File: src/rtl/nearest_frontier_select_assert.svh
// assertion macros used by the top level of the frontier selector
`ifndef NEAREST_FRONTIER_SELECT_ASSERT_SVH
`define NEAREST_FRONTIER_SELECT_ASSERT_SVH

// same-cycle implication, checked outside reset
`define NFS_ASSERT_IMPLY(label, ante, cons) \
   label: assert property (@(posedge clock) disable iff (reset) (ante) |-> (cons)) \
      else $error("frontier selector check failed");

// next-cycle implication, checked outside reset
`define NFS_ASSERT_NEXT(label, ante, cons) \
   label: assert property (@(posedge clock) disable iff (reset) (ante) |=> (cons)) \
      else $error("frontier selector check failed");

`endif

File: src/rtl/nfs_queue.sv
// small first-in first-out queue of flat words
`default_nettype none

module nfs_queue #(
   parameter int WIDTH = 8,
   parameter int DEPTH = 4
) (
   input  wire logic             clock,
   input  wire logic             reset,
   input  wire logic             push,
   input  wire logic [WIDTH-1:0] wdata,
   output logic                  full,
   input  wire logic             pop,
   output logic      [WIDTH-1:0] rdata,
   output logic                  empty
);

   localparam int PTR_W = (DEPTH > 1) ? $clog2(DEPTH) : 1;
   localparam int CNT_W = $clog2(DEPTH + 1);
   localparam logic [PTR_W-1:0] LAST_PTR = PTR_W'(DEPTH - 1);
   localparam logic [CNT_W-1:0] FULL_CNT = CNT_W'(DEPTH);
   localparam logic [PTR_W-1:0] PTR_ONE  = PTR_W'(1);
   localparam logic [CNT_W-1:0] CNT_ONE  = CNT_W'(1);

   logic [WIDTH-1:0] mem_ff [DEPTH];
   logic [WIDTH-1:0] rdata_ff;
   logic [PTR_W-1:0] wr_ptr_ff, wr_ptr_in;
   logic [PTR_W-1:0] rd_ptr_ff, rd_ptr_in;
   logic [CNT_W-1:0] count_ff, count_in;
   logic             do_push, do_pop;

   always_comb begin
      full    = (count_ff == FULL_CNT);
      empty   = (count_ff == '0);
      do_push = push && !full;
      do_pop  = pop && !empty;
      rdata   = rdata_ff;

      wr_ptr_in = wr_ptr_ff;
      rd_ptr_in = rd_ptr_ff;
      count_in  = count_ff;
      if (do_push) begin
         wr_ptr_in = (wr_ptr_ff == LAST_PTR) ? '0 : wr_ptr_ff + PTR_ONE;
      end
      if (do_pop) begin
         rd_ptr_in = (rd_ptr_ff == LAST_PTR) ? '0 : rd_ptr_ff + PTR_ONE;
      end
      if (do_push && !do_pop) begin
         count_in = count_ff + CNT_ONE;
      end else if (do_pop && !do_push) begin
         count_in = count_ff - CNT_ONE;
      end
   end

   always_ff @(posedge clock) begin
      if (reset) begin
         wr_ptr_ff <= '0;
         rd_ptr_ff <= '0;
         count_ff  <= '0;
      end else begin
         wr_ptr_ff <= wr_ptr_in;
         rd_ptr_ff <= rd_ptr_in;
         count_ff  <= count_in;
      end
   end

   always_ff @(posedge clock) begin
      if (do_push) begin
         mem_ff[wr_ptr_ff] <= wdata;
      end
      // head word of the next cycle; a word landing in the head slot bypasses the array
      if (do_push && (wr_ptr_ff == rd_ptr_in)) begin
         rdata_ff <= wdata;
      end else begin
         rdata_ff <= mem_ff[rd_ptr_in];
      end
   end

endmodule

`default_nettype wire

File: config.mk
export PLATFORM = sky130hd
export DESIGN_NAME = nfs_queue
export DESIGN_NICKNAME = d
export VERILOG_FILES = /design/src/rtl/nearest_frontier_select_assert.svh /design/src/rtl/nfs_queue.sv
export SDC_FILE = /design/constraint.sdc
export NUM_CORES = 1
export LEC_CHECK = 0
export BUFFER_PORTS_ARGS = -buffer_cell sky130_fd_sc_hd__buf_2
export CAP_MARGIN = 0
export CORE_MARGIN = 3
export CORE_UTILIZATION = 60
export DETAILED_ROUTE_END_ITERATION = 8
export GPL_TIMING_DRIVEN = 0
export PLACE_DENSITY_LB_ADDON = 0.25
export SLEW_MARGIN = 20
export SYNTH_ARGS = -nofsm -noshare
export SYNTH_HDL_FRONTEND = slang
export SYNTH_SLANG_ARGS = --single-unit
File: constraint.sdc
create_clock -name clock -period 4.7 [get_ports clock]
set_input_delay 0.47 -clock clock [delete_from_list [all_inputs] [get_ports clock]]
set_output_delay 0.47 -clock clock [all_outputs]
set_load 0.01 [all_outputs]
-- Word-level counts from Yosys, hierarchy flattened
Memories as Yosys holds them, arrays and structs flattened. A register that Yosys moved wholly into a read port is not among the register bits.
Cells that the tools add are included.
- input bits: 12
- memory bits (writable): 32
- flip-flop bits (word level): 7
- output and inout port bits: 10
- memories kept: 1
- reduce and logical (&&, ||, !) cells: 10
- equality and inequality tests: 3
- multiplexer cells: 7
- $add $sub $neg: 4
- memories (name ; words ; width ; rd ports ; clocked after memory_dff ; write ports ; RTL line ; source):
    mem_ff ; 4 ; 8 ; 1 ; 1 ; 1 ; nfs_queue.sv:25 ; logic [WIDTH-1:0] mem_ff [DEPTH];
- operators by type and width (cell ; count):
    $mux 2 ; 3
    $mux 3 ; 2
    $add 2x1->2 const B ; 2
    $eq 2x2->1 const B ; 2
    $logic_and 1x1->1 ; 4
    $logic_not 1->1 ; 4
    $add 3x1->3 const B ; 1
    $eq 3x3->1 const B ; 1
    $logic_not 3->1 ; 1
    $sub 3x1->3 const B ; 1
    $mux 1 ; 2
    $reduce_bool 2->1 ; 1

-- Longest topological paths before layout
Gate-level depths: netlist of run 1.
- depth after elaboration: 7
- gate-level depth with buffers: 10

-- Least setup slack after synthesis of run 1
Ideal clock, no wire load.
- path type: reg-to-reg
- start: register count_ff[0]
- end: register count_ff[2]
- path slack: 2.487 ns
- buffers on the path: 1
- period minus slack after synthesis: 2.213 ns
- data required time: 4.630 ns
- arrival: 2.143 ns
- stages on the path, launching flop included: 11
- path through: dfxtp_1 -> or3b_1 -> buf_6 -> clkinv_4 -> nor2_2 -> ha_1 -> inv_1 -> fa_1 -> xor2_1 -> or3_2 -> a21oi_1
- cells in the longest elaborated chain, start to end: 6
- elaborated cells on any way between the ends: 15
- those cells by class: add/sub: 2; eq/ne: 1; mux: 2; reduce/logical: 10
- RTL lines (item ; RTL line ; source):
    from (decl) ; nfs_queue.sv:29 ; logic [CNT_W-1:0] count_ff, count_in;
    from (signal assigned) ; nfs_queue.sv:63 ; count_ff <= count_in;
    $eq 3x3->1 * ; nfs_queue.sv:33 ; full = (count_ff == FULL_CNT);
    net full ; nfs_queue.sv:12 ; output logic full,
    $logic_not 1->1 * ; nfs_queue.sv:35 ; do_push = push && !full;
    $logic_and 1x1->1 * ; nfs_queue.sv:35 ;
    net do_push ; nfs_queue.sv:30 ; logic do_push, do_pop;
    $logic_not 1->1 ; nfs_queue.sv:50 ; end else if (do_pop && !do_push) begin
    $logic_and 1x1->1 ; nfs_queue.sv:50 ;
    $reduce_bool 2->1 (no source line) ; -- ;
The timed path passes the listed nets; every way through them passes the cells marked *. The select of a mux whose other input is x is not followed.
A chain may end at the register's enable or synchronous reset.

-- Final worst setup path of run 1
- start: register count_ff[0]
- end: register count_ff[2]
- cells in the longest elaborated chain, start to end: 6
- elaborated cells on any way between the ends: 15
- those cells by class: add/sub: 2; eq/ne: 1; mux: 2; reduce/logical: 10
- RTL lines (item ; RTL line):
    $eq 3x3->1 * ; nfs_queue.sv:33
    $logic_not 1->1 * ; nfs_queue.sv:35
    $logic_and 1x1->1 * ; nfs_queue.sv:35
    net do_push ; nfs_queue.sv:30
    $logic_not 1->1 ; nfs_queue.sv:50
    $logic_and 1x1->1 ; nfs_queue.sv:50
    $reduce_bool 2->1 (no source line) ; --
Marked as above.

==> metrics, run 1 <==
Core Area 2540 um2; post-CTS setup buffer count 0; pre-CTS setup slack 2350 ps; largest net degree at the start of global routing 13; run status completed; sequential-to-total area share from yosys stat approximately 69%; crit path DAT 2650 ps; xor and xnor fraction of the mapped netlist area 1.06%; Final Hold Vio Count 0; Die Area around 3400 um2; syn_nets 110; fmax 424 MHz; number of remaining DRC errors 0; total of max-cap violations 0; CTS buffer count 5; Initial Util approximately two thirds; Num Clock Sinks 41; Max clock buf depth 2; synthesized instance count 91; Vias/cell 5.66; Hold Crit Class primary input to flop; Final Max Slew Viols 0; RSZ-0062 raised after global routing false; CP Class flop to flop; Distinct cells, synth 26; WL/cell approximately 16 um; router iterations before antenna repair 4; final setup fails 0; die height between 50 and 60 um; P_leak 0.695 nW; adder-cell share of the synthesized area 5.73%; first-pass GRT wire length around 4 mm; Row Count 18; Pwr Density around 500 nW/um2; GRT Util Overall 17.4%; mux cell area share after synthesis 12.8%; most frequent cells in the layout edfxtp_1, buf_2, dfxtp_1, mux4_2, ha_1; Max FO, Critical Path 7; CTS root buf clkbuf_4; Clock transition at path regs between 100 and 150 ps; Slowest cell on crit path dfxtp_1; Final #Nets 138; Yosys reg bits 41; compound-gate portion of the synthesized area about 3.2%; Post-synth top flop edfxtp_1; initial antenna violation count 0; via count 849; main combinational cell family by area after synthesis multiplexers; Area Overhead vs Synth 11.7%; Post-Syn Area 1660 um2; io pins 22; Synth Area per Inst 18.2 um2; Syn. warnings 0; IO Port Bufs 21; leading cell type in the layout, fill and taps excluded edfxtp_1; minimum clock period 2360 ps; vias in the first global route 882; worst vdd ir 0.356 mV; diode count 0; Required @ worst endpoint ~5000 ps; Tcrit/Tclk final 50.2%; cell breakdown of the critical path or3b_1 > buf_6 > clkinv_4 > nor2_2 > ha_1 > inv_1 > fa_1 > xor2_1 > or3_2 > a21oi_1; setup ws final 2340 ps; Crit. End Element flop; layout cells sized above 1 roughly 41%; slowest stage delay, CP 500 ps; CTS resizes 0; Post-DP HPWL 1.78 mm; EDFF count, synth 32; RePlAce Congestion 0.672; Slew HR between 60% and 70%; CTS Hold Bufs 0; die span in x ~59 um; Congestion Overflow GR 0; setup TNS 0 ps; drt initial violations 11; worst-skew pair later-pin latency 350 ps; Final ANT Viol Nets 0; Post-Synth Simple-Gate Area under 10%; WL final around 2.4 mm; CTS tree built; skew final 10.1 ps; FFs w/ async S/R, synth 0%; worst-margin pin slew 451 ps; H-tree depth 2; Startpoint Class flop
layer usage:
metal  up-vias  GRT usage [%]  wire length, um  share of wire [%]
met5         -              0                0                  0
met3         8           4.61              145                5.9
li1        403              -                -                  -
met4         0           11.7               78                3.2
met1       413           17.5              914                 37
met2        25           31.1             1300                 53
final timing paths:
path                                      to  slack [ps]         start  depth (start not counted)
worst min register to register          flop         520  rd_ptr_ff[1]                          1
worst min-delay path            mem_ff[1][1]         320      wdata[1]                          1
worst max register to register   count_ff[2]        2340   count_ff[0]                         10
worst max-delay path             count_ff[2]        2340   count_ff[0]                         10
cell type report:
class                   count  area [um2]
plain buffers               3        20.0
clock buffers               6        41.3
clock inverters             2        10.0
fillers                   171         691
inverters                   5        23.8
multi-input cells          42         475
flip-flops and latches     41        1140
well taps                  30        37.5
repair buffers             21         105
stage by stage:
stage	instances	instance area, um2	hold slack [ps]	utilization (%)	power, mW
floorplan	91	1660	472	-	0.694
global placement	142	1800	486	70.8	0.771
detailed placement	142	1800	501	70.8	0.785
CTS	150	1850	309	72.9	0.946
global route	150	1850	298	72.9	0.995
finish	150	1850	325	72.9	0.932
flip-flops by register name, indices dropped and copies added, names as in the netlist, named ones only:
register   flops
count_ff       3
mem_ff        32
rd_ptr_ff      2
wr_ptr_ff      2
worst max-delay path, delay by kind of cell, from the launching register on:
family	cells	cell delay, ps
DFF	1	500
AOI/OAI and AO/OA	1	150
and+or+nand+nor	3	700
xor gates and xnor gates	1	160
buffers and inverters	3	240
adders and majority gates	2	560
cell families after synthesis:
group	count (synthesis)
flip-flops	41
AND/OR/NAND/NOR	16
multiplexers	11
buffers and inverters	8
adder cells (fa/ha/maj)	7
AO/OA/AOI/OAI	6
XOR/XNOR	2
where the power goes:
part	leakage [nW]	internal (mW)	switching, mW
combinational	0.296	0.151	0.142
sequential	0.367	0.445	0.0313
clock	0.0320	0.0570	0.106
cell usage after synthesis (all sizes together), types with 3 or more instances:
cell type / instances / share of area (%)
edfxtp: 32 / 58
ha: 6 / 4.5
inv: 4 / 0.90
and3: 4 / 1.8
mux4: 8 / 11
nor2: 4 / 1.1
dfxtp: 9 / 11
buf: 3 / 1.2
(Power assumes the default switching activity.)
==> run 2, diff against run 1 <==
--- a/config.mk
+++ b/config.mk
@@ -8,7 +8,7 @@
 export BUFFER_PORTS_ARGS = -buffer_cell sky130_fd_sc_hd__buf_2
 export CAP_MARGIN = 0
 export CORE_MARGIN = 3
-export CORE_UTILIZATION = 60
+export CORE_UTILIZATION = 50
 export DETAILED_ROUTE_END_ITERATION = 8
 export GPL_TIMING_DRIVEN = 0
 export PLACE_DENSITY_LB_ADDON = 0.25
==> constraint.sdc (replaced) <==
create_clock -name clock -period 2.1 [get_ports clock]
set_input_delay 0.21 -clock clock [delete_from_list [all_inputs] [get_ports clock]]
set_output_delay 0.21 -clock clock [all_outputs]
set_load 0.01 [all_outputs]
==> run 2 against run 1 <==
  * Via count grew 3.1%
  * Combinational power grew to 2.6 times the previous value
  * Sequential power grew 120%
  * Critical path depth is the same
  * Register-to-register slack lost 2300 ps
  * Clock power grew to 3.0 times the previous value
  * Final cell count grew 13%
  * Count of clock-buffer cells in the layout is the same
  * Global-route usage shrank 2.6 points
  * Clock skew is essentially flat
==> metrics, run 2 (synthesis gave the netlist of run 1 again) <==
IO Port Bufs 21; Core Area 3100 um2; Hold EP mem_ff[3][0]; minimum clock period slightly above 2000 ps; Area Overhead vs Synth 19.4%; Critical path origin count_ff[2]; worst-margin pin slew 494 ps; Hold Crit Class primary input to flop; largest net degree at the start of global routing 13; Slowest cell on crit path dfxtp_4; skew final 9.65 ps; number of remaining DRC errors 0; diode count 0; worst r2r src count_ff[2]; router iterations before antenna repair 4; CTS root buf clkbuf_4; Initial Util 53.5%; Max clock buf depth 2; slowest stage delay, CP approximately 360 ps; CTS Hold Bufs 0; io pins 22; Final Max Slew Viols 0; H-tree depth 2; Crit. End Element flop; Congestion Overflow GR 0; initial antenna violation count 0; flip-flop and latch area 1150 um2; Clock transition at path regs 110 ps; Reg2Reg Depth 10; worst vdd ir 0.620 mV; Num Clock Sinks 41; setup TNS 0 ps; min-delay src wdata[0]; fmax between 400 and 500 MHz; Post-DP HPWL 1.69 mm; CTS buffer count 5; Tcrit/Tclk final ~97%; Die Area 4050 um2; WL final 2.62 mm; most frequent cells in the layout edfxtp_1, buf_2, mux4_2, dfxtp_1, buf_4; RePlAce Congestion 0.687; CP Class flop to flop; FF-to-FF End count_ff[2]; via count 875; crit path DAT 2300 ps; total of max-cap violations 0; P_leak 0.738 nW; Final #Nets 144; Fill cells 246; R2R Setup Slk a little under 70 ps; cell breakdown of the critical path or3b_4 > buf_6 > clkinv_4 > nor2_4 > ha_4 > inv_2 > fa_2 > xor2_1 > or3_4 > a21oi_2; final setup fails 0; max reg flops 32; die span in x 63.6 um; Max FO, Critical Path 3; run status completed; Multi-input gate area 505 um2; hold depth 1; Overall Power 2.31 mW; drt initial violations 19; die height around 64 um; Final ANT Viol Nets 0; Largest Register mem_ff; Final Hold Vio Count 0; layout cells sized above 1 between 40% and 50%; Pwr Density approximately 1200 nW/um2; Row Count 20; WL/cell ~15 um; vias in the first global route 941; Required @ worst endpoint 2370 ps; Slew HR between 60% and 70%; CTS tree built; Largest regs mem_ff (32), count_ff (3); Startpoint Class flop; Vias/cell approximately 5.1; leading cell type in the layout, fill and taps excluded edfxtp_1; Core Util, Final a little under two thirds; worst-skew pair later-pin latency 340 ps; GRT Util Overall 14.8%; first-pass GRT wire length between 4 and 5 mm
## run 2: metrics by stage
stage	setup slack, ps	hold slack, ps	instance area, um2	instances
floorplan	7.24	272	1680	91
global placement	-54.4	420	1840	156
detailed placement	-95.8	431	1840	156
CTS	24.7	64.5	1960	169
global route	-4.39	58.7	1980	170
finish	69.3	76.2	1980	170
## run 2: per-layer routing
metal,global-route usage [%],routed length [um]
met4,5.66,55
met2,26.1,1350
met3,5.53,137
met5,0,0
met1,16.0,1070
## run 2: critical path, delay by kind of cell, from the launching register on
| kind | cells | cell delay [ps] |
|---|---|---|
| flops | 1 | 360 |
| buf+inv | 3 | 190 |
| simple gates | 3 | 670 |
| xor+xnor | 1 | 160 |
| fa+ha+maj | 2 | 470 |
| compound gates | 1 | 120 |
## run 2: power by group
| part | switching [mW] | internal (mW) |
|---|---|---|
| clock network | 0.235 | 0.248 |
| logic | 0.359 | 0.408 |
| registers | 0.0581 | 1.01 |
| total | 0.651 | 1.66 |
## run 2: worst max path at each step
stage	endpoint	slack [ps]
finish	count_ff[2]	70
global route	count_ff[2]	-4
CTS	count_ff[2]	20
detailed placement	count_ff[2]	-100
global placement	count_ff[2]	-50
floorplan	count_ff[2]	7
## run 2: area by class of cell
| cell class | count | area share [%] |
|---|---|---|
| clock inverters | 2 | 1.70 |
| flip-flops and latches | 41 | 58.1 |
| repair buffers | 27 | 7.58 |
| inverters | 5 | 1.20 |
| plain buffers | 3 | 1.01 |
| multi-input cells | 42 | 25.5 |
| clock buffers | 6 | 2.08 |
| well taps | 44 | 2.78 |
## run 2: repair_timing
action | in CTS | in global routing
setup buffers | 5 | 1
pin swaps | 2 | 3
endpoints found under the hold margin | 0 | 0
resized for setup | 5 | 2
endpoints found under the setup margin | 1 | 1
