File: config.mk
export PLATFORM = sky130hd
export DESIGN_NAME = nfs_front
export DESIGN_NICKNAME = d
export VERILOG_FILES = /design/src/rtl/nearest_frontier_select_assert.svh /design/src/rtl/nfs_pkg.sv /design/src/rtl/nfs_front.sv
export SDC_FILE = /design/constraint.sdc
export NUM_CORES = 1
export LEC_CHECK = 0
export BUFFER_PORTS_ARGS = -buffer_cell sky130_fd_sc_hd__buf_2
export CORE_MARGIN = 8
export CORE_UTILIZATION = 26
export DETAILED_ROUTE_END_ITERATION = 12
export PLACE_DENSITY = 0.8
export RECOVER_POWER = 100
export SKIP_CTS_REPAIR_TIMING = 1
export SYNTH_ARGS = -nofsm -noshare
export SYNTH_HDL_FRONTEND = slang
export SYNTH_SLANG_ARGS = --single-unit
File: constraint.sdc
create_clock -name clock -period 1.25 [get_ports clock]
set_input_delay 0.1875 -clock clock [delete_from_list [all_inputs] [get_ports clock]]
set_output_delay 0.1875 -clock clock [all_outputs]
set_load 0.05 [all_outputs]
File: src/rtl/nearest_frontier_select_assert.svh
// assertion macros used by the top level of the frontier selector
`ifndef NEAREST_FRONTIER_SELECT_ASSERT_SVH
`define NEAREST_FRONTIER_SELECT_ASSERT_SVH

// same-cycle implication, checked outside reset
`define NFS_ASSERT_IMPLY(label, ante, cons) \
   label: assert property (@(posedge clock) disable iff (reset) (ante) |-> (cons)) \
      else $error("frontier selector check failed");

// next-cycle implication, checked outside reset
`define NFS_ASSERT_NEXT(label, ante, cons) \
   label: assert property (@(posedge clock) disable iff (reset) (ante) |=> (cons)) \
      else $error("frontier selector check failed");

`endif

File: src/rtl/nfs_pkg.sv
// shared types, codes and constants of the frontier selector
`default_nettype none

package nfs_pkg;

   localparam int COORD_BITS_DEF = 24;
   localparam int CMD_DEPTH_DEF  = 4;
   localparam int RSP_DEPTH_DEF  = 4;

   localparam int TOL_W = 50;
   localparam logic [TOL_W-1:0] GOAL_TOL_RESET     = 50'd5898;
   localparam logic [TOL_W-1:0] FRONTIER_TOL_RESET = 50'd5898;

   localparam int CSR_IDX_W = 1;
   localparam logic [CSR_IDX_W-1:0] CSR_GOAL_TOL     = 1'b0;
   localparam logic [CSR_IDX_W-1:0] CSR_FRONTIER_TOL = 1'b1;

   localparam logic [1:0] FUNC_POSE  = 2'd0;
   localparam logic [1:0] FUNC_POINT = 2'd1;
   localparam logic [1:0] FUNC_EMPTY = 2'd2;

   typedef enum logic [1:0] {
      OP_POSE,
      OP_POINT,
      OP_EMPTY,
      OP_ORPHAN_LAST
   } op_type;

   typedef struct packed {
      op_type op;
      logic   first;
      logic   last;
   } cmd_ctrl_type;

   typedef struct packed {
      logic found;
      logic scan_empty;
   } rsp_ctrl_type;

endpackage

`default_nettype wire

File: src/rtl/nfs_front.sv
// front end: takes input words, tracks pose and scan framing, issues commands
`default_nettype none

module nfs_front #(
   parameter int COORD_BITS = nfs_pkg::COORD_BITS_DEF
) (
   input  wire logic                  clock,
   input  wire logic                  reset,
   input  wire logic                  req_push,
   output logic                       req_full,
   input  wire logic [1:0]            req_func,
   input  wire logic [COORD_BITS-1:0] req_coord_x,
   input  wire logic [COORD_BITS-1:0] req_coord_y,
   input  wire logic                  req_last_point,
   output logic                       cmd_push,
   output nfs_pkg::cmd_ctrl_type      cmd_ctrl,
   output logic [COORD_BITS-1:0]      cmd_x,
   output logic [COORD_BITS-1:0]      cmd_y,
   input  wire logic                  cmd_full
);

   import nfs_pkg::*;

   logic pose_valid_ff, pose_valid_in;
   logic scan_open_ff, scan_open_in;
   logic accept;
   logic issue;

   always_comb begin
      req_full      = cmd_full;
      accept        = req_push && !cmd_full;
      issue         = 1'b0;
      cmd_ctrl      = '{op: OP_POSE, first: 1'b0, last: req_last_point};
      cmd_x         = req_coord_x;
      cmd_y         = req_coord_y;
      pose_valid_in = pose_valid_ff;
      scan_open_in  = scan_open_ff;

      unique case (req_func)
         FUNC_POSE: begin
            issue         = 1'b1;
            cmd_ctrl.op   = OP_POSE;
            pose_valid_in = 1'b1;
         end
         FUNC_POINT: begin
            if (pose_valid_ff) begin
               issue          = 1'b1;
               cmd_ctrl.op    = OP_POINT;
               cmd_ctrl.first = !scan_open_ff;
               scan_open_in   = !req_last_point;
            end else if (req_last_point) begin
               // scan ends before any pose: report nothing found
               issue       = 1'b1;
               cmd_ctrl.op = OP_ORPHAN_LAST;
            end
         end
         FUNC_EMPTY: begin
            issue        = 1'b1;
            cmd_ctrl.op  = OP_EMPTY;
            scan_open_in = 1'b0;
         end
         default: begin
            issue = 1'b0;
         end
      endcase

      cmd_push = accept && issue;
   end

   always_ff @(posedge clock) begin
      if (reset) begin
         pose_valid_ff <= 1'b0;
         scan_open_ff  <= 1'b0;
      end else if (accept) begin
         pose_valid_ff <= pose_valid_in;
         scan_open_ff  <= scan_open_in;
      end
   end

endmodule

`default_nettype wire

### After elaboration in Yosys (flattened, before gate mapping)

Index checks and enable logic that the tools add are counted.
Widths: inputs -> output; s select.

| word-level totals | value |
|---|---|
| logic and storage cells | 25 |
| flip-flop bits (word level) | 2 |

| cells by class | value |
|---|---|
| mux-type cells | 10 |
| equal/unequal tests | 3 |
| reductions and logical operators | 10 |

Operator list:

| operator | count |
|---|---|
| $mux 1 | 5 |
| $mux 2 | 2 |
| $pmux 1 s2 | 2 |
| $pmux 2 s2 | 1 |
| $logic_not 1->1 | 3 |
| $reduce_and 3->1 | 1 |
| $eq 2x1->1 const B | 1 |
| $eq 2x2->1 const B | 1 |
| $logic_and 1x1->1 | 2 |
| $logic_not 2->1 | 1 |
| $ne 2x2->1 const B | 1 |
| $reduce_and 2->1 | 1 |
| $reduce_bool 2->1 | 1 |
| $reduce_or 2->1 | 1 |

### Depth between registers and ports, before layout

Gate-level depths: netlist of run 1.

| depth | value |
|---|---|
| word-level depth | 4 |
| gate-level depth with buffers | 5 |
| depth with buffers taken out | 5 |

### Least setup slack after synthesis of run 1

Ideal clock, no wire load.

| timing path | value |
|---|---|
| kind | input-to-output |
| from | input port req_func[1] |
| to | output port cmd_push |
| setup slack | -0.691 ns |
| required time | 1.062 ns |
| cell stages on the path | 4 |
| arrival | 1.754 ns |
| cell sequence | inv_1 ha_1 o21ai_0 a211oi_1 |

| on the way | value |
|---|---|
| cells in the longest elaborated chain, start to end | 4 |

RTL lines:

| element | line | text |
|---|---|---|
| from (decl) | nfs_front.sv:11 | `input wire logic [1:0] req_func,` |
| $eq 2x2->1 / $logic_not 2->1 (equally long branches) | nfs_front.sv:39 | `unique case (req_func)` |
| $reduce_or 2->1 (no source line) | n/a |  |
| $pmux 1 s2 * | nfs_front.sv:39 |  |
| $logic_and 1x1->1 * | nfs_front.sv:67 | `cmd_push = accept && issue;` |
| to (decl) | nfs_front.sv:15 | `output logic cmd_push,` |

Every way passes the cells marked *; elsewhere a longest branch is shown, timed or not.

==> qor.log, run 1 <==
[run_status] outcome finished, final reports clean
[logic_synthesis] average cell area after synthesis 7.75 um^2
[logic_synthesis] Cells after Synth 76
[clock_tree] Clock Tree Root sky130_fd_sc_hd__clkbuf_4
[setup_path] crit-path max cell delay 0.34 ns
[run] number of max-cap violations 0
[drt] detail-routed via count per cell 4.14
[floorplanning] area inside the core boundary 0.00217 mm^2
[power_and_ir_drop] total power density per cell area 756 mW/mm^2
[finish] commonest cells after routing, fill and taps aside sky130_fd_sc_hd__buf_2 (7), sky130_fd_sc_hd__buf_6 (6)
[setup_path] Worst EP arrival 1.05 ns
[timing] unrepaired setup endpoints after global routing yes
[floorplanning] overall die width 63.6 um
[place] PortBufs 12
[place] Detail Placement HPWL 855 um
[finish] number of nets in the final layout 108
[drt] antenna viol nets, final 0
[timing] fraction of the cycle the final worst path needs 98.6%
[finish] Area growth, synth to finish -21.0%
[setup_path] start point of the critical path pose_valid_ff$_SDFFE_PP0P_
[setup_path] Setup crit end kind output pin
[setup_path] buffering stage count on the worst path with inverters included 2
[drt] initial detailed-routing violation count 6
[drt] DRT Pass-1 Iters 4
[global_routing] GRT overflow 0
[logic_synthesis] synthesized flop and latch total 2
[clock_tree] clock input transition at the sequential cells of the worst setup and hold paths 0.03 ns
[worst_hold_path] startpoint of the tightest hold check path reset
[logic_synthesis] Yosys cell types 15
[floorplanning] std cell rows 17
[timing] final worst path period need 1.23 ns
[setup_path] worst setup path category flip-flop to output pin
[finish] count of antenna diodes in the layout 0
[clock_tree] total number of clock tree sinks 2
[place] Final Wtd Congestion 0.642
[clock_tree] CTS tree yes
[setup_path] launching element type of the critical path flip-flop
[finish] footprint of the flip-flops and latches 41.3 um^2
[logic_synthesis] portion of the post-synthesis area used by sequential elements 6.79%
[finish] fraction of layout instances using a drive strength above 1 69.6%
[power_and_ir_drop] LEAKAGE 0.209 nW
[logic_synthesis] synth warn 0
[setup_path] Max stage delay cell, worst path sky130_fd_sc_hd__dfxtp_2
[setup_path] data required time of the worst path 1.06 ns
[logic_synthesis] EDFF count, synth 0
[timing] number of pins exceeding their max-slew limit in the final report 0
[timing] pin slew with the least headroom to its limit 0.596 ns
[timing] Hold Worst Slack 0.129 ns
[drt] average wire per cell in the routed design 14.8 um
[clock_tree] number of buffers added by the clock tree synthesis step 3
[timing] setup slack of the critical path after layout 0.0171 ns
[clock_tree] count of H-tree levels built during CTS 1
[floorplanning] Die Span Y 63.6 um
[logic_synthesis] synthesized net count 136
[power_and_ir_drop] worst IR drop on VDD 0.202 mV
[clock_tree] number of buffers on the longest clock path 2
[drt] count of unresolved DRC violations after routing 0
[floorplanning] number of placed I/O pins 109
[setup_path] Crit path max-delay family flip-flops
[timing] setup violation total in the final timing report 0
[setup_path] cells along the critical path buf_6, nor2_2, o21a_1, buf_6
[floorplanning] DIE AREA 0.00405 mm^2
[finish] multi-input gate area in the final layout 226 um^2
[setup_path] cell with the most instances on the worst path sky130_fd_sc_hd__buf_6
[finish] filler cell count 257
[logic_synthesis] leading register cell type out of synthesis sky130_fd_sc_hd__dfxtp_1
[drt] Final Routed Wirelength 1.10 mm
[logic_synthesis] Post-Synthesis Cell Area 589 um^2
[place] worst slack at placement -0.146 ns
[timing] worst clock skew 0.000956 ns
[timing] Hold Fails Final Rpt 0
[global_routing] overall global routing resource usage 4.76%
[global_routing] via count of the first global-routing pass 314
[clock_tree] later-pin clock latency in the skew report 0.23 ns
[worst_hold_path] path type of the worst min-delay path input port to flip-flop
[setup_path] worst-path maximum fanout 5
[global_routing] maximum number of pins on one net before global-route repair 6
[setup_path] Critical R2R Launch pose_valid_ff$_SDFFE_PP0P_
[logic_synthesis] Synth async-reset ratio 0%
[global_routing] wire length of the first global-routing pass 1.49 mm
[floorplanning] effective utilization at floorplan 27.2%
[timing] Peak Freq 811 MHz
[timing] max-slew headroom at the worst pin 60.4%
[finish] most frequent standard cell in the layout excluding fill and tap cells sky130_fd_sc_hd__buf_2
[drt] number of vias after detailed routing 306
[global_routing] antenna violations before repair 0
state kept, by name (all words and copies together), names as in the netlist:
name and cells:
scan_open_ff 1, pose_valid_ff 1
worst reg2reg max path, delay by kind of cell (launching register included):
kind | cells | cell delay [ns]
simple gates | 2 | 0.48
flops | 1 | 0.34
compound gates | 1 | 0.15
buf+inv | 1 | 0.12
synthesized netlist by cell type (all sizes together), types with 2 or more instances:
cell type	n	share of area (%)
nor2	4	2.5
dfxtp	2	6.8
ha	5	11
o21ai	2	1.7
nand2	2	1.3
inv	3	1.9
buf	50	64
layer usage:
layer,share of wire (%),vias to the layer above,global-route usage (%)
met5,0,-,0
met1,39,135,4.66
li1,-,130,-
met3,14,12,4.06
met2,43,29,5.20
met4,4.4,0,6.13
stage by stage:
| step | total power [mW] | instance area, um^2 | setup TNS, ns | util [%] | cells |
|---|---|---|---|---|---|
| floorplan | 0.551 | 604 | -0.101 | - | 76 |
| global placement | 0.171 | 362 | -0.305 | 16.7 | 71 |
| detailed placement | 0.173 | 362 | -0.361 | 16.7 | 71 |
| CTS | 0.335 | 384 | -0.444 | 17.7 | 74 |
| global route | 0.369 | 465 | -0.0277 | 21.5 | 74 |
| finish | 0.352 | 465 | 0 | 21.5 | 74 |
worst paths after layout:
path | slack (ns) | to | cells after the start
worst max-delay path | 0.02 | cmd_ctrl[3] | 4
worst min-delay path | 0.13 | scan_open_ff$_SDFFE_PP0P_ | 2
worst max register to register | 0.09 | scan_open_ff$_SDFFE_PP0P_ | 4
worst min register to register | 0.48 | scan_open_ff$_SDFFE_PP0P_ | 2
layout make-up:
| cell class | count | share of cell area [%] |
|---|---|---|
| Clock buffer | 3 | 4.84 |
| Inverter | 3 | 2.42 |
| Multi-Input combinational cell | 21 | 48.7 |
| Sequential cell | 2 | 8.87 |
| Tap cell | 28 | 7.53 |
| Timing Repair Buffer | 17 | 27.7 |
where the power goes:
| group | total (mW) | switching, mW | internal [mW] | leakage [nW] |
|---|---|---|---|---|
| Sequential | 0.0668 | 0.00113 | 0.0657 | 0.0166 |
| Clock | 0.154 | 0.0468 | 0.107 | 0.0138 |
| Combinational | 0.131 | 0.0765 | 0.0547 | 0.178 |
| Total | 0.352 | 0.124 | 0.227 | 0.209 |
cells by family (layout without fill, tap and decap cells):
family	Yosys count	in the layout	synth area share, %
buffers and inverters	53	23	65.6
adders and majority gates	5	5	10.6
muxes	1	1	1.70
AOI/OAI and AO/OA	7	7	7.86
and+or+nand+nor	8	8	7.43
DFF	2	2	6.79
(Power assumes the default switching activity.)
==> run 2, diff against run 1 <==
RECOVER_POWER = 25   (was 100)
==> run 2 against run 1 <==
  * Global-route usage unchanged
  * Die area unchanged
  * Critical path depth unchanged
  * Count of clock-buffer cells in the layout unchanged
  * Critical path type unchanged
  * Maximum frequency unchanged
  * Power up 0.12%
  * Routed wire length about the same
  * Final area up 0.27%
==> qor.log, run 2 (same netlist as run 1, synthesis figures left out) <==
[finish] number of nets in the final layout 108 [unchanged]
[finish] Area growth, synth to finish -20.8%
[clock_tree] CTS tree yes
[worst_hold_path] terminating pin of the worst hold path scan_open_ff$_SDFFE_PP0P_
[finish] commonest cells after routing, fill and taps aside sky130_fd_sc_hd__buf_2 (8), sky130_fd_sc_hd__buf_6 (6)
[timing] worst clock skew 0.000956 ns [unchanged]
[finish] most frequent standard cell in the layout excluding fill and tap cells sky130_fd_sc_hd__buf_2
[setup_path] worst reg-to-reg path cell count 4 [unchanged]
[drt] count of unresolved DRC violations after routing 0 [unchanged]
[timing] Hold Fails Final Rpt 0 [unchanged]
[worst_hold_path] worst hold stages 2 [unchanged]
[timing] Setup TNS 0 ns [unchanged]
[finish] fraction of layout instances using a drive strength above 1 71.7% [+2.2 points]
[place] PortBufs 12 [unchanged]
[power_and_ir_drop] LEAKAGE 0.211 nW [+1.3%]
[drt] number of vias after detailed routing 306 [unchanged]
[place] worst slack at placement -0.146 ns [unchanged]
[setup_path] Worst EP arrival 1.05 ns [about the same]
[global_routing] GRT overflow 0 [unchanged]
[finish] final design area excluding fillers 467 um^2 [+0.27%]
[timing] Peak Freq 811 MHz [unchanged]
[run_status] outcome finished, final reports clean
[place] Detail Placement HPWL 855 um [unchanged]
[finish] Final Non-Filler Cells 74 [unchanged]
[drt] DRT Pass-1 Iters 4 [unchanged]
[timing] max-slew headroom at the worst pin 83.0% [+23 points]
[setup_path] worst reg2reg endpoint scan_open_ff$_SDFFE_PP0P_
[clock_tree] later-pin clock latency in the skew report 0.23 ns [about the same]
[worst_hold_path] path type of the worst min-delay path input port to flip-flop
[floorplanning] std cell rows 17 [unchanged]
[place] dpl cell area 362 um^2 [unchanged]
[clock_tree] total number of clock tree sinks 2 [unchanged]
[run] number of max-cap violations 0 [unchanged]
[global_routing] overall global routing resource usage 4.76% [unchanged]
[finish] post-layout util 21.5% [+0.058 points]
[drt] average wire per cell in the routed design 14.8 um [about the same]
[clock_tree] number of buffers on the longest clock path 2 [unchanged]
[floorplanning] overall die width 63.6 um [unchanged]
[timing] setup slack of the critical path after layout 0.0171 ns [unchanged]
[finish] count of antenna diodes in the layout 0 [unchanged]
[timing] final worst path period need 1.23 ns [unchanged]
[drt] Final Routed Wirelength 1.10 mm [about the same]
[timing] fraction of the cycle the final worst path needs 98.6% [unchanged]
[clock_tree] Clock Tree Root sky130_fd_sc_hd__clkbuf_4
[drt] antenna viol nets, final 0 [unchanged]
[clock_tree] number of buffers added by the clock tree synthesis step 3 [unchanged]
[floorplanning] Die Span Y 63.6 um [unchanged]
[power_and_ir_drop] worst IR drop on VDD 0.202 mV [about the same]
[place] DP Cell Count 71 [unchanged]
[setup_path] Setup crit end kind output pin
[global_routing] via count of the first global-routing pass 314 [unchanged]
[drt] detail-routed via count per cell 4.14 [unchanged]
[timing] setup violation total in the final timing report 0 [unchanged]
[setup_path] worst-path maximum fanout 5 [unchanged]
[timing] Hold Worst Slack 0.129 ns [unchanged]
[power_and_ir_drop] total power density per cell area 755 mW/mm^2 [-0.15%]
[setup_path] worst setup path category flip-flop to output pin
[global_routing] antenna violations before repair 0 [unchanged]
[floorplanning] effective utilization at floorplan 27.2% [unchanged]
[timing] number of pins exceeding their max-slew limit in the final report 0 [unchanged]
[timing] unrepaired setup endpoints after global routing yes
[setup_path] data required time of the worst path 1.06 ns [about the same]
[setup_path] Critical R2R Launch pose_valid_ff$_SDFFE_PP0P_
[setup_path] launching element type of the critical path flip-flop
[clock_tree] clock input transition at the sequential cells of the worst setup and hold paths 0.03 ns [about the same]
[floorplanning] DIE AREA 0.00405 mm^2 [unchanged]
[clock_tree] count of H-tree levels built during CTS 1 [unchanged]
[global_routing] maximum number of pins on one net before global-route repair 6 [unchanged]
[finish] registers with the most flip-flops pose_valid_ff x1, scan_open_ff x1
[setup_path] worst-case register-to-register setup slack 0.09 ns [about the same]
[global_routing] wire length of the first global-routing pass 1.49 mm [unchanged]
[floorplanning] area inside the core boundary 0.00217 mm^2 [unchanged]
[drt] initial detailed-routing violation count 6 [unchanged]
[place] Final Wtd Congestion 0.642 [unchanged]
[timing] pin slew with the least headroom to its limit 0.257 ns [-0.339 ns]
[power_and_ir_drop] total chip power 0.352 mW [+0.12%]
[worst_hold_path] startpoint of the tightest hold check path reset
[floorplanning] number of placed I/O pins 109 [unchanged]
## run 2: cell types whose count changed in the layout (fill, tap and decap cells not counted)
| cell | delta |
|---|---|
| sky130_fd_sc_hd__buf_2 | +1 |
| sky130_fd_sc_hd__clkbuf_1 | -1 |
## run 2: area by class of cell
| class | instances | area (um^2) |
|---|---|---|
| Tap cell | 28 | 35.0 |
| Fill cell | 258 | 1700 |
| Inverter | 3 | 11.3 |
| Clock buffer | 3 | 22.5 |
| Multi-Input combinational cell | 21 | 226 |
| Timing Repair Buffer | 17 | 130 |
| Sequential cell | 2 | 41.3 |
## run 2: worst max-delay path by stage
stage	startpoint	endpoint	slack [ns]	cells past startpoint
2_1_floorplan	req_func[1]	cmd_push	-0.10	4
3_3_place_gp	req_func[1]	cmd_push	-0.12	6
3_5_place_dp	req_func[1]	cmd_push	-0.15	6
4_1_cts	pose_valid_ff$_SDFFE_PP0P_	cmd_push	-0.21	3
5_1_grt	pose_valid_ff$_SDFFE_PP0P_	cmd_ctrl[3]	-0.01	4
6_report	pose_valid_ff$_SDFFE_PP0P_	cmd_ctrl[3]	0.02	4
## run 2: per-layer routing
metal / GRT usage, % / part of all wire, %
met1: 4.66 / 39
met2: 5.20 / 43
met3: 4.06 / 14
met4: 6.13 / 4.4
met5: 0 / 0
## run 2: power breakdown
part	total (mW)	switching (mW)	internal, mW
registers	0.0668	0.00113	0.0657
logic	0.132	0.0765	0.0552
clock network	0.154	0.0468	0.107
total	0.352	0.124	0.228
## run 2: critical path, cell delays in order (launching register included)
cell and delay [ns]:
sky130_fd_sc_hd__dfxtp_2 0.34, sky130_fd_sc_hd__buf_6 0.12, sky130_fd_sc_hd__nor2_2 0.03, sky130_fd_sc_hd__o21a_1 0.18, sky130_fd_sc_hd__buf_6 0.15
